$ cat config.mk
export PLATFORM = sky130hd
export DESIGN_NAME = signed_int_to_radix_symbols
export DESIGN_NICKNAME = d
export VERILOG_FILES = /design/src/design/sirs_pkg.sv /design/src/design/sirs_ctrl.sv /design/src/design/sirs_dp.sv /design/src/design/signed_int_to_radix_symbols.sv
export SDC_FILE = /design/constraint.sdc
export NUM_CORES = 2
export LEC_CHECK = 0
export ABC_AREA = 1
export BUFFER_PORTS_ARGS = -buffer_cell sky130_fd_sc_hd__buf_4
export CAP_MARGIN = 20
export CORE_MARGIN = 3
export CORE_UTILIZATION = 35
export CTS_CLUSTER_SIZE = 24
export DETAILED_ROUTE_END_ITERATION = 10
export SLEW_MARGIN = 20
export SYNTH_ARGS = -nofsm -noshare
export SYNTH_HDL_FRONTEND = slang
export SYNTH_SLANG_ARGS = --single-unit
$ cat constraint.sdc
create_clock -name clk_i -period 9.3 [get_ports clk_i]
set_input_delay 1.86 -clock clk_i [delete_from_list [all_inputs] [get_ports clk_i]]
set_output_delay 1.86 -clock clk_i [all_outputs]
set_load 0.01 [all_outputs]
$ cat src/design/sirs_pkg.sv
// Shared types and constants for the signed integer to radix symbol converter.
// Used by sirs_ctrl, sirs_dp and signed_int_to_radix_symbols; no dependencies.
package sirs_pkg;

  localparam int NUM_REGS    = 8;
  localparam int REG_W       = 64;
  localparam int REG_IDX_W   = 3;
  localparam int SYM_W       = 8;
  localparam int VALUE_W     = 32;
  localparam int ALPHA_IDX_W = 6;   // addresses the 64 alphabet bytes
  localparam int MAX_DIGITS  = 32;
  localparam int DIGIT_IDX_W = 5;
  localparam int ND_W        = 6;   // digit count, 0..32
  localparam int BIT_CNT_W   = 5;

  localparam logic [SYM_W-1:0] CHAR_MINUS = 8'h2D;
  localparam logic [SYM_W-1:0] CHAR_PLUS  = 8'h2B;
  localparam logic [SYM_W-1:0] CHAR_SPACE = 8'h20;
  localparam logic [SYM_W-1:0] CHAR_WS_LO = 8'd9;
  localparam logic [SYM_W-1:0] CHAR_WS_HI = 8'd13;
  localparam logic [SYM_W-1:0] CHAR_NUL   = 8'h00;

  // "01234567" and "89": decimal alphabet after reset
  localparam logic [REG_W-1:0] SYMS_RST_0 = 64'h3736_3534_3332_3130;
  localparam logic [REG_W-1:0] SYMS_RST_1 = 64'h0000_0000_0000_3938;

  typedef struct packed {
    logic load;        // capture value, clear scan and digit state
    logic scan;        // check one alphabet symbol
    logic div;         // one restoring division step
    logic emit_sign;   // send '-'
    logic emit_digit;  // send top digit of the stack
  } dp_cmd_t;

  typedef struct packed {
    logic sc_zero;     // terminator found at scan index
    logic sc_bad;      // symbol forbidden or repeated
    logic sc_last;     // scan index at last allowed symbol
    logic sc_short;    // scan index below 2
    logic bit_last;    // final step of the current digit
    logic q_zero;      // quotient after this step is zero
    logic neg;         // value was negative
    logic out_last;    // one digit left on the stack
  } dp_stat_t;

endpackage

$ cat src/design/sirs_ctrl.sv
// Sequencer for the radix converter: alphabet scan, digit division, emission.
// Depends on sirs_pkg; drives sirs_dp by command struct.
module sirs_ctrl import sirs_pkg::*; (
  input  logic     clk_i,
  input  logic     rst_ni,
  input  logic     start_i,
  input  dp_stat_t stat_i,
  output dp_cmd_t  cmd_o,
  output logic     busy_o
);

  localparam logic [2:0] ST_IDLE = 3'd0;
  localparam logic [2:0] ST_SCAN = 3'd1;
  localparam logic [2:0] ST_DIV  = 3'd2;
  localparam logic [2:0] ST_SIGN = 3'd3;
  localparam logic [2:0] ST_OUT  = 3'd4;

  logic [2:0] state_q, state_d;

  // commands depend on the state (and start) only, never on datapath status
  always_comb begin
    cmd_o = '0;
    unique case (state_q)
      ST_IDLE: begin
        cmd_o.load = start_i;
      end
      ST_SCAN: begin
        cmd_o.scan = 1'b1;
      end
      ST_DIV: begin
        cmd_o.div = 1'b1;
      end
      ST_SIGN: begin
        cmd_o.emit_sign = 1'b1;
      end
      ST_OUT: begin
        cmd_o.emit_digit = 1'b1;
      end
      default: begin
        cmd_o = '0;
      end
    endcase
  end

  always_comb begin
    state_d = state_q;
    unique case (state_q)
      ST_IDLE: begin
        if (start_i) begin
          state_d = ST_SCAN;
        end
      end
      ST_SCAN: begin
        if (stat_i.sc_bad) begin
          state_d = ST_IDLE;
        end else if (stat_i.sc_zero) begin
          state_d = stat_i.sc_short ? ST_IDLE : ST_DIV;
        end else if (stat_i.sc_last) begin
          state_d = ST_DIV;
        end
      end
      ST_DIV: begin
        if (stat_i.bit_last && stat_i.q_zero) begin
          state_d = stat_i.neg ? ST_SIGN : ST_OUT;
        end
      end
      ST_SIGN: begin
        state_d = ST_OUT;
      end
      ST_OUT: begin
        if (stat_i.out_last) begin
          state_d = ST_IDLE;
        end
      end
      default: begin
        state_d = ST_IDLE;
      end
    endcase
  end

  always_ff @(posedge clk_i or negedge rst_ni) begin
    if (!rst_ni) begin
      state_q <= ST_IDLE;
    end else begin
      state_q <= state_d;
    end
  end

  assign busy_o = (state_q != ST_IDLE);

endmodule

$ cat src/design/sirs_dp.sv
// Datapath for the radix converter: alphabet registers, checker, bit-serial
// divider, digit stack and output register. Depends on sirs_pkg.
module sirs_dp import sirs_pkg::*; #(
  parameter int MAX_SYMBOLS = 64
) (
  input  logic                clk_i,
  input  logic                rst_ni,
  input  logic                cfg_we_i,
  input  logic [REG_IDX_W-1:0] cfg_idx_i,
  input  logic [REG_W-1:0]    cfg_wdata_i,
  input  logic [VALUE_W-1:0]  value_i,
  input  dp_cmd_t             cmd_i,
  output dp_stat_t            stat_o,
  output logic [SYM_W-1:0]    symbol_o,
  output logic                last_o,
  output logic                strobe_o
);

  localparam int DIGIT_W = (MAX_SYMBOLS > 2) ? $clog2(MAX_SYMBOLS) : 1;
  localparam int RADIX_W = $clog2(MAX_SYMBOLS + 1);

  logic [REG_W-1:0]         syms_q [NUM_REGS];
  logic [DIGIT_W-1:0]       idx_q;
  logic [RADIX_W-1:0]       radix_q;
  logic [VALUE_W-1:0]       mag_q, mag_d;
  logic                     neg_q;
  logic [DIGIT_W-1:0]       rem_q, rem_d;
  logic [BIT_CNT_W-1:0]     bcnt_q;
  logic [DIGIT_W-1:0]       stack_q [MAX_DIGITS];
  logic [ND_W-1:0]          nd_q, nd_m1;
  logic [SYM_W-1:0]         sym_q;
  logic                     last_q, strobe_q;

  logic [DIGIT_W-1:0]       lk_idx;
  logic [ALPHA_IDX_W-1:0]   lk_ext;
  logic [REG_W-1:0]         lk_row;
  logic [SYM_W-1:0]         lk_byte;
  logic                     dup, forbid;
  logic [DIGIT_W:0]         trial, radix_ext;
  logic                     ge;

  assign nd_m1 = nd_q - 1'b1;

  // one lookup port: scan index during the check, stacked digit on output
  assign lk_idx  = cmd_i.scan ? idx_q : stack_q[nd_m1[DIGIT_IDX_W-1:0]];
  assign lk_ext  = ALPHA_IDX_W'(lk_idx);
  assign lk_row  = syms_q[lk_ext[ALPHA_IDX_W-1:3]];
  assign lk_byte = lk_row[lk_ext[2:0]*SYM_W +: SYM_W];

  assign forbid = (lk_byte == CHAR_MINUS) || (lk_byte == CHAR_PLUS) ||
                  (lk_byte == CHAR_SPACE) ||
                  ((lk_byte >= CHAR_WS_LO) && (lk_byte <= CHAR_WS_HI));

  // repeat check against every earlier symbol at once
  always_comb begin
    dup = 1'b0;
    for (int j = 0; j < MAX_SYMBOLS; j++) begin
      if ((DIGIT_W'(j) < idx_q) &&
          (syms_q[j / 8][(j % 8) * SYM_W +: SYM_W] == lk_byte)) begin
        dup = 1'b1;
      end
    end
  end

  // restoring division step, dividend bits enter MSB first
  assign radix_ext = (DIGIT_W + 1)'(radix_q);
  assign trial     = {rem_q, mag_q[VALUE_W-1]};
  assign ge        = (trial >= radix_ext);
  assign rem_d     = ge ? DIGIT_W'(trial - radix_ext) : trial[DIGIT_W-1:0];
  assign mag_d     = {mag_q[VALUE_W-2:0], ge};

  always_comb begin
    stat_o          = '0;
    stat_o.sc_zero  = (lk_byte == CHAR_NUL);
    stat_o.sc_bad   = (lk_byte != CHAR_NUL) && (forbid || dup);
    stat_o.sc_last  = (idx_q == DIGIT_W'(MAX_SYMBOLS - 1));
    stat_o.sc_short = ({1'b0, idx_q} < (DIGIT_W + 1)'(2));
    stat_o.bit_last = &bcnt_q;
    stat_o.q_zero   = (mag_d == '0);
    stat_o.neg      = neg_q;
    stat_o.out_last = (nd_q == ND_W'(1));
  end

  always_ff @(posedge clk_i or negedge rst_ni) begin
    if (!rst_ni) begin
      for (int r = 0; r < NUM_REGS; r++) begin
        syms_q[r] <= (r == 0) ? SYMS_RST_0 : ((r == 1) ? SYMS_RST_1 : '0);
      end
      strobe_q  <= 1'b0;
      idx_q     <= '0;
      bcnt_q    <= '0;
      nd_q      <= '0;
    end else begin
      if (cfg_we_i) begin
        syms_q[cfg_idx_i] <= cfg_wdata_i;
      end
      strobe_q <= cmd_i.emit_sign || cmd_i.emit_digit;
      if (cmd_i.load) begin
        idx_q  <= '0;
        bcnt_q <= '0;
        nd_q   <= '0;
      end
      if (cmd_i.scan) begin
        idx_q <= idx_q + 1'b1;
      end
      if (cmd_i.div) begin
        bcnt_q <= bcnt_q + 1'b1;
        if (&bcnt_q) begin
          nd_q <= nd_q + 1'b1;
        end
      end
      if (cmd_i.emit_digit) begin
        nd_q <= nd_m1;
      end
    end
  end

  always_ff @(posedge clk_i) begin
    if (cmd_i.load) begin
      neg_q <= value_i[VALUE_W-1];
      mag_q <= value_i[VALUE_W-1] ? (VALUE_W'(0) - value_i) : value_i;
      rem_q <= '0;
    end
    if (cmd_i.scan) begin
      if (lk_byte == CHAR_NUL) begin
        radix_q <= RADIX_W'(idx_q);
      end else begin
        radix_q <= RADIX_W'(MAX_SYMBOLS);
      end
    end
    if (cmd_i.div) begin
      mag_q <= mag_d;
      if (&bcnt_q) begin
        stack_q[nd_q[DIGIT_IDX_W-1:0]] <= rem_d;
        rem_q                          <= '0;
      end else begin
        rem_q <= rem_d;
      end
    end
    if (cmd_i.emit_sign) begin
      sym_q  <= CHAR_MINUS;
      last_q <= 1'b0;
    end
    if (cmd_i.emit_digit) begin
      sym_q  <= lk_byte;
      last_q <= (nd_q == ND_W'(1));
    end
  end

  assign symbol_o = sym_q;
  assign last_o   = last_q;
  assign strobe_o = strobe_q;

endmodule

$ cat src/design/signed_int_to_radix_symbols.sv
// Top level of the signed integer to radix symbol converter.
// Depends on sirs_pkg, sirs_ctrl and sirs_dp.
//
// Usage: pulse start_i with value_i while busy_o is low; that edge accepts the
// transaction. The block then checks the alphabet held in the eight symbol
// registers (cfg_we_i / cfg_idx_i / cfg_wdata_i, write only while busy_o is
// low), divides the magnitude by the radix one quotient bit per cycle and
// sends the characters most significant first on symbol_o, each valid for
// one cycle with strobe_o high; last_o marks the final one. A negative value
// is led by '-'. An invalid alphabet ends the transaction with no output.
// After the last division step the controller enters the sign or output
// state, and the first character is then registered onto symbol_o. A single
// shared bit-serial divider computes every digit. The receiver cannot stall;
// results are never held.
// Reset loads the decimal alphabet "0123456789" and returns to idle.
module signed_int_to_radix_symbols import sirs_pkg::*; #(
  parameter int MAX_SYMBOLS = 64
) (
  input  logic                 clk_i,
  input  logic                 rst_ni,
  input  logic                 start_i,
  output logic                 busy_o,
  input  logic signed [VALUE_W-1:0] value_i,
  input  logic                 cfg_we_i,
  input  logic [REG_IDX_W-1:0] cfg_idx_i,
  input  logic [REG_W-1:0]     cfg_wdata_i,
  output logic [SYM_W-1:0]     symbol_o,
  output logic                 last_o,
  output logic                 strobe_o
);

  dp_cmd_t  cmd;
  dp_stat_t stat;

  sirs_ctrl u_ctrl (
    .clk_i  (clk_i),
    .rst_ni (rst_ni),
    .start_i(start_i),
    .stat_i (stat),
    .cmd_o  (cmd),
    .busy_o (busy_o)
  );

  sirs_dp #(
    .MAX_SYMBOLS(MAX_SYMBOLS)
  ) u_dp (
    .clk_i      (clk_i),
    .rst_ni     (rst_ni),
    .cfg_we_i   (cfg_we_i),
    .cfg_idx_i  (cfg_idx_i),
    .cfg_wdata_i(cfg_wdata_i),
    .value_i    (VALUE_W'(unsigned'(value_i))),
    .cmd_i      (cmd),
    .stat_o     (stat),
    .symbol_o   (symbol_o),
    .last_o     (last_o),
    .strobe_o   (strobe_o)
  );

endmodule
==> results.sh <==
export IMPL_grt_pass1_vias=40791
export IMPL_synth_edf_count=247
export IMPL_post_route_period_util=0.834
export IMPL_cts_tree="yes"
export IMPL_critPathCaptureType="flip-flop"
export IMPL_slew_violations=0
export IMPL_setup_violations_final=0
export IMPL_core_sq_mm=0.130
export IMPL_cp_required_ns=9.89
export IMPL_rsz0062_at_grt="false"
export IMPL_crit_arrival_ns=8.34
export IMPL_worstSetupPathType="flip-flop to flip-flop"
export IMPL_max_cap_viol_count=0
export IMPL_nets=6151
export IMPL_gp_congestion=0.980
export IMPL_placed_cells=7678
export IMPL_gr_total_overflow=0
export IMPL_status="completed"
export IMPL_die_area_sq_mm=0.136
export IMPL_fin_skew_ns=0.0600
export IMPL_synth_top_family_by_area="simple AND/OR/NAND/NOR gates"
export IMPL_hold_viol_final=0
export IMPL_synth_cell_types=55
export IMPL_timing_fmax_mhz=129
export IMPL_fin_area_sq_mm=0.0513
export IMPL_synth_top_area_cell="dfrtp_1"
export IMPL_cts_resized=0
export IMPL_cts_sinks=780
export IMPL_synth_warnings=0
export IMPL_drc=0
export IMPL_slew_headroom=0.279
export IMPL_routed_via_density=5.62
export IMPL_cp_start_kind="flip-flop"
export IMPL_synth_top_area_frac=0.271
export IMPL_synthTopCellsByArea="dfrtp_1 27%, edfxtp_1 16%, nand2_1 16%"
export IMPL_die_h_microns=368
export IMPL_clockBufferDepth=3
export IMPL_synth_cells=6131
export IMPL_ios=114
export IMPL_place_area_sq_mm=0.0479
export IMPL_htreeDepth=3
export IMPL_tns_ns=0
export IMPL_synth_xor_area_share=0.0374
export IMPL_hold_buffers=0
export IMPL_nFillCells=13431
export IMPL_cpPeakStageDelay_ns=0.58
export IMPL_clk_latency_ns=0.76
export IMPL_antenna_found_initial=4
export IMPL_cts_setup_buffers=0
export IMPL_synth_fp_nets=6252
export IMPL_drtIter0Drc=6563
export IMPL_final_cells=7850
export IMPL_postRouteAntennaNets=0
export IMPL_netlist_area_sq_mm=0.0459
export IMPL_portBuffers=113
export IMPL_grt_pass1_wl_microns=279000
export IMPL_synthFlopType="dfrtp_1"
export IMPL_dp_hpwl_microns=125000
export IMPL_yosysSeqAreaShare=0.453
export IMPL_syn2layout_area_growth_pct=11.7
export IMPL_synth_adder_area_share=0.00507
export IMPL_fp_dieW_microns=368
export IMPL_hold_class="flip-flop to flip-flop"
export IMPL_synth_compound_area_frac=0.0910
export IMPL_cts_root_buffer="clkbuf_16"
export IMPL_yosysMostFrequentCell="nand2_1"
export IMPL_async_reset_ff_frac=0.683
export IMPL_synth_simple_area_share=0.339
export IMPL_muxShareOfSynthArea=0
export IMPL_drive_above_1_share=0.0771
export IMPL_tightestPinTransition_ns=1.08
export IMPL_clkSlewWorstSetupHoldPaths_ns=0.06
export IMPL_start_util=0.354
export IMPL_vias=44091
export IMPL_grtUsageTotal=0.273
export IMPL_cp_slowest_cell="dfrtp_2"
export IMPL_grt_max_degree=167
export IMPL_firstDrtPassIters=8
export IMPL_ys_ff_latch=780
export IMPL_synthTopCellsByCount="1952 x nand2_1, 883 x nand3_1, 595 x o21ai_0"
export IMPL_totalWireLength_microns=190000
export IMPL_cp_max_fo=84
export IMPL_wl_per_cell_microns=24.2
export IMPL_cts_inserted_buffers=90
export IMPL_synth_area_per_cell_sq_um=7.49
export IMPL_period_needed_ns=7.75
export IMPL_hold_slack_ns=0.510
export IMPL_num_rows=132
## layer usage
layer	part of all wire	vias to the layer above	wire length [microns]	track usage
li1	-	19917	-	-
met1	0.41	20994	78100	0.373
met2	0.43	2637	81400	0.404
met3	0.10	539	19800	0.0604
met4	0.056	4	10700	0.142
met5	0.00012	-	23	0
## final cells by class
| class | instances | area [sq um] | share of cell area |
|---|---|---|---|
| antenna | 1 | 2.50 | 0.0000488 |
| clock buffer | 121 | 2560 | 0.0499 |
| clock inverter | 48 | 827 | 0.0161 |
| inverter | 350 | 1320 | 0.0257 |
| multi-input combinational | 4610 | 21900 | 0.427 |
| sequential | 780 | 20800 | 0.405 |
| tap | 1742 | 2180 | 0.0425 |
| timing repair buffer | 198 | 1690 | 0.0329 |
## through the flow
step / setup slack [ns] / util
finish: 1.55 / 0.395
global route: 1.06 / 0.395
CTS: 1.74 / 0.395
detailed placement: 1.79 / 0.369
global placement: 1.80 / 0.369
floorplan: 4.80 / -
## cells in the final DEF, fill, tap and decap left out, types with 18 or more instances in the layout
cell       count
clkbuf_16     91
dfstp_2       35
nand3b_1     166
o21ai_0      595
nor3_1        18
xor2_1       156
xnor2_1       38
a21oi_1      102
o21ai_1       26
nor2_1       490
inv_1        329
nand2_1     1943
edfxtp_1     247
nand3_1      878
buf_4        181
nand4_1       18
dfrtp_1      497
## cell families after synthesis
logic type,after synthesis
adders and majority gates,18
AOI/OAI and AO/OA,796
buffers and inverters,741
DFF,780
and+or+nand+nor,3601
xor gates and xnor gates,195
## sequential cells by signal, indices dropped and copies added (netlist names)
signal          flops
u_dp.syms_q       512
u_dp.stack_q      192
u_dp.mag_q         32
u_dp.symbol_o       8
u_dp.radix_ext      7
u_dp.idx_q          6
u_dp.nd_q           6
u_dp.rem_q          6
u_dp.bcnt_q         5
u_ctrl.state_q      3
u_dp.last_o         1
u_dp.neg_q          1
u_dp.strobe_o       1
## path summary, 6_finish.rpt
check | depth (start not counted) | slack, ns | to | startpoint
worst max-delay path | 35 | 1.55 | u_ctrl.state_q[1]$_DFFE_PN0P_ | u_dp.nd_q[0]$_DFF_PN0_
worst min-delay path | 2 | 0.51 | u_dp.syms_q[465]$_DFFE_PN1P_ | u_dp.syms_q[465]$_DFFE_PN1P_
worst max register to register | 35 | 1.55 | u_ctrl.state_q[1]$_DFFE_PN0P_ | u_dp.nd_q[0]$_DFF_PN0_
worst min register to register | 2 | 0.51 | u_dp.syms_q[465]$_DFFE_PN1P_ | u_dp.syms_q[465]$_DFFE_PN1P_
max in group asynchronous | 3 | 6.04 | u_dp.syms_q[71]$_DFFE_PN0P_ | rst_ni
min in group asynchronous | 1 | 1.19 | u_dp.syms_q[29]$_DFFE_PN0P_ | rst_ni
## worst max-delay path: cells and delay by family (launching register included)
family / cells / cell delay [ns]
fa+ha+maj: 1 / 0.23
simple gates: 26 / 4.31
flops: 1 / 0.58
compound gates: 2 / 0.24
buf+inv: 6 / 2.07
Power is not shown: default switching activity piles up to over one toggle a cycle in this logic, so the estimate is an artifact.
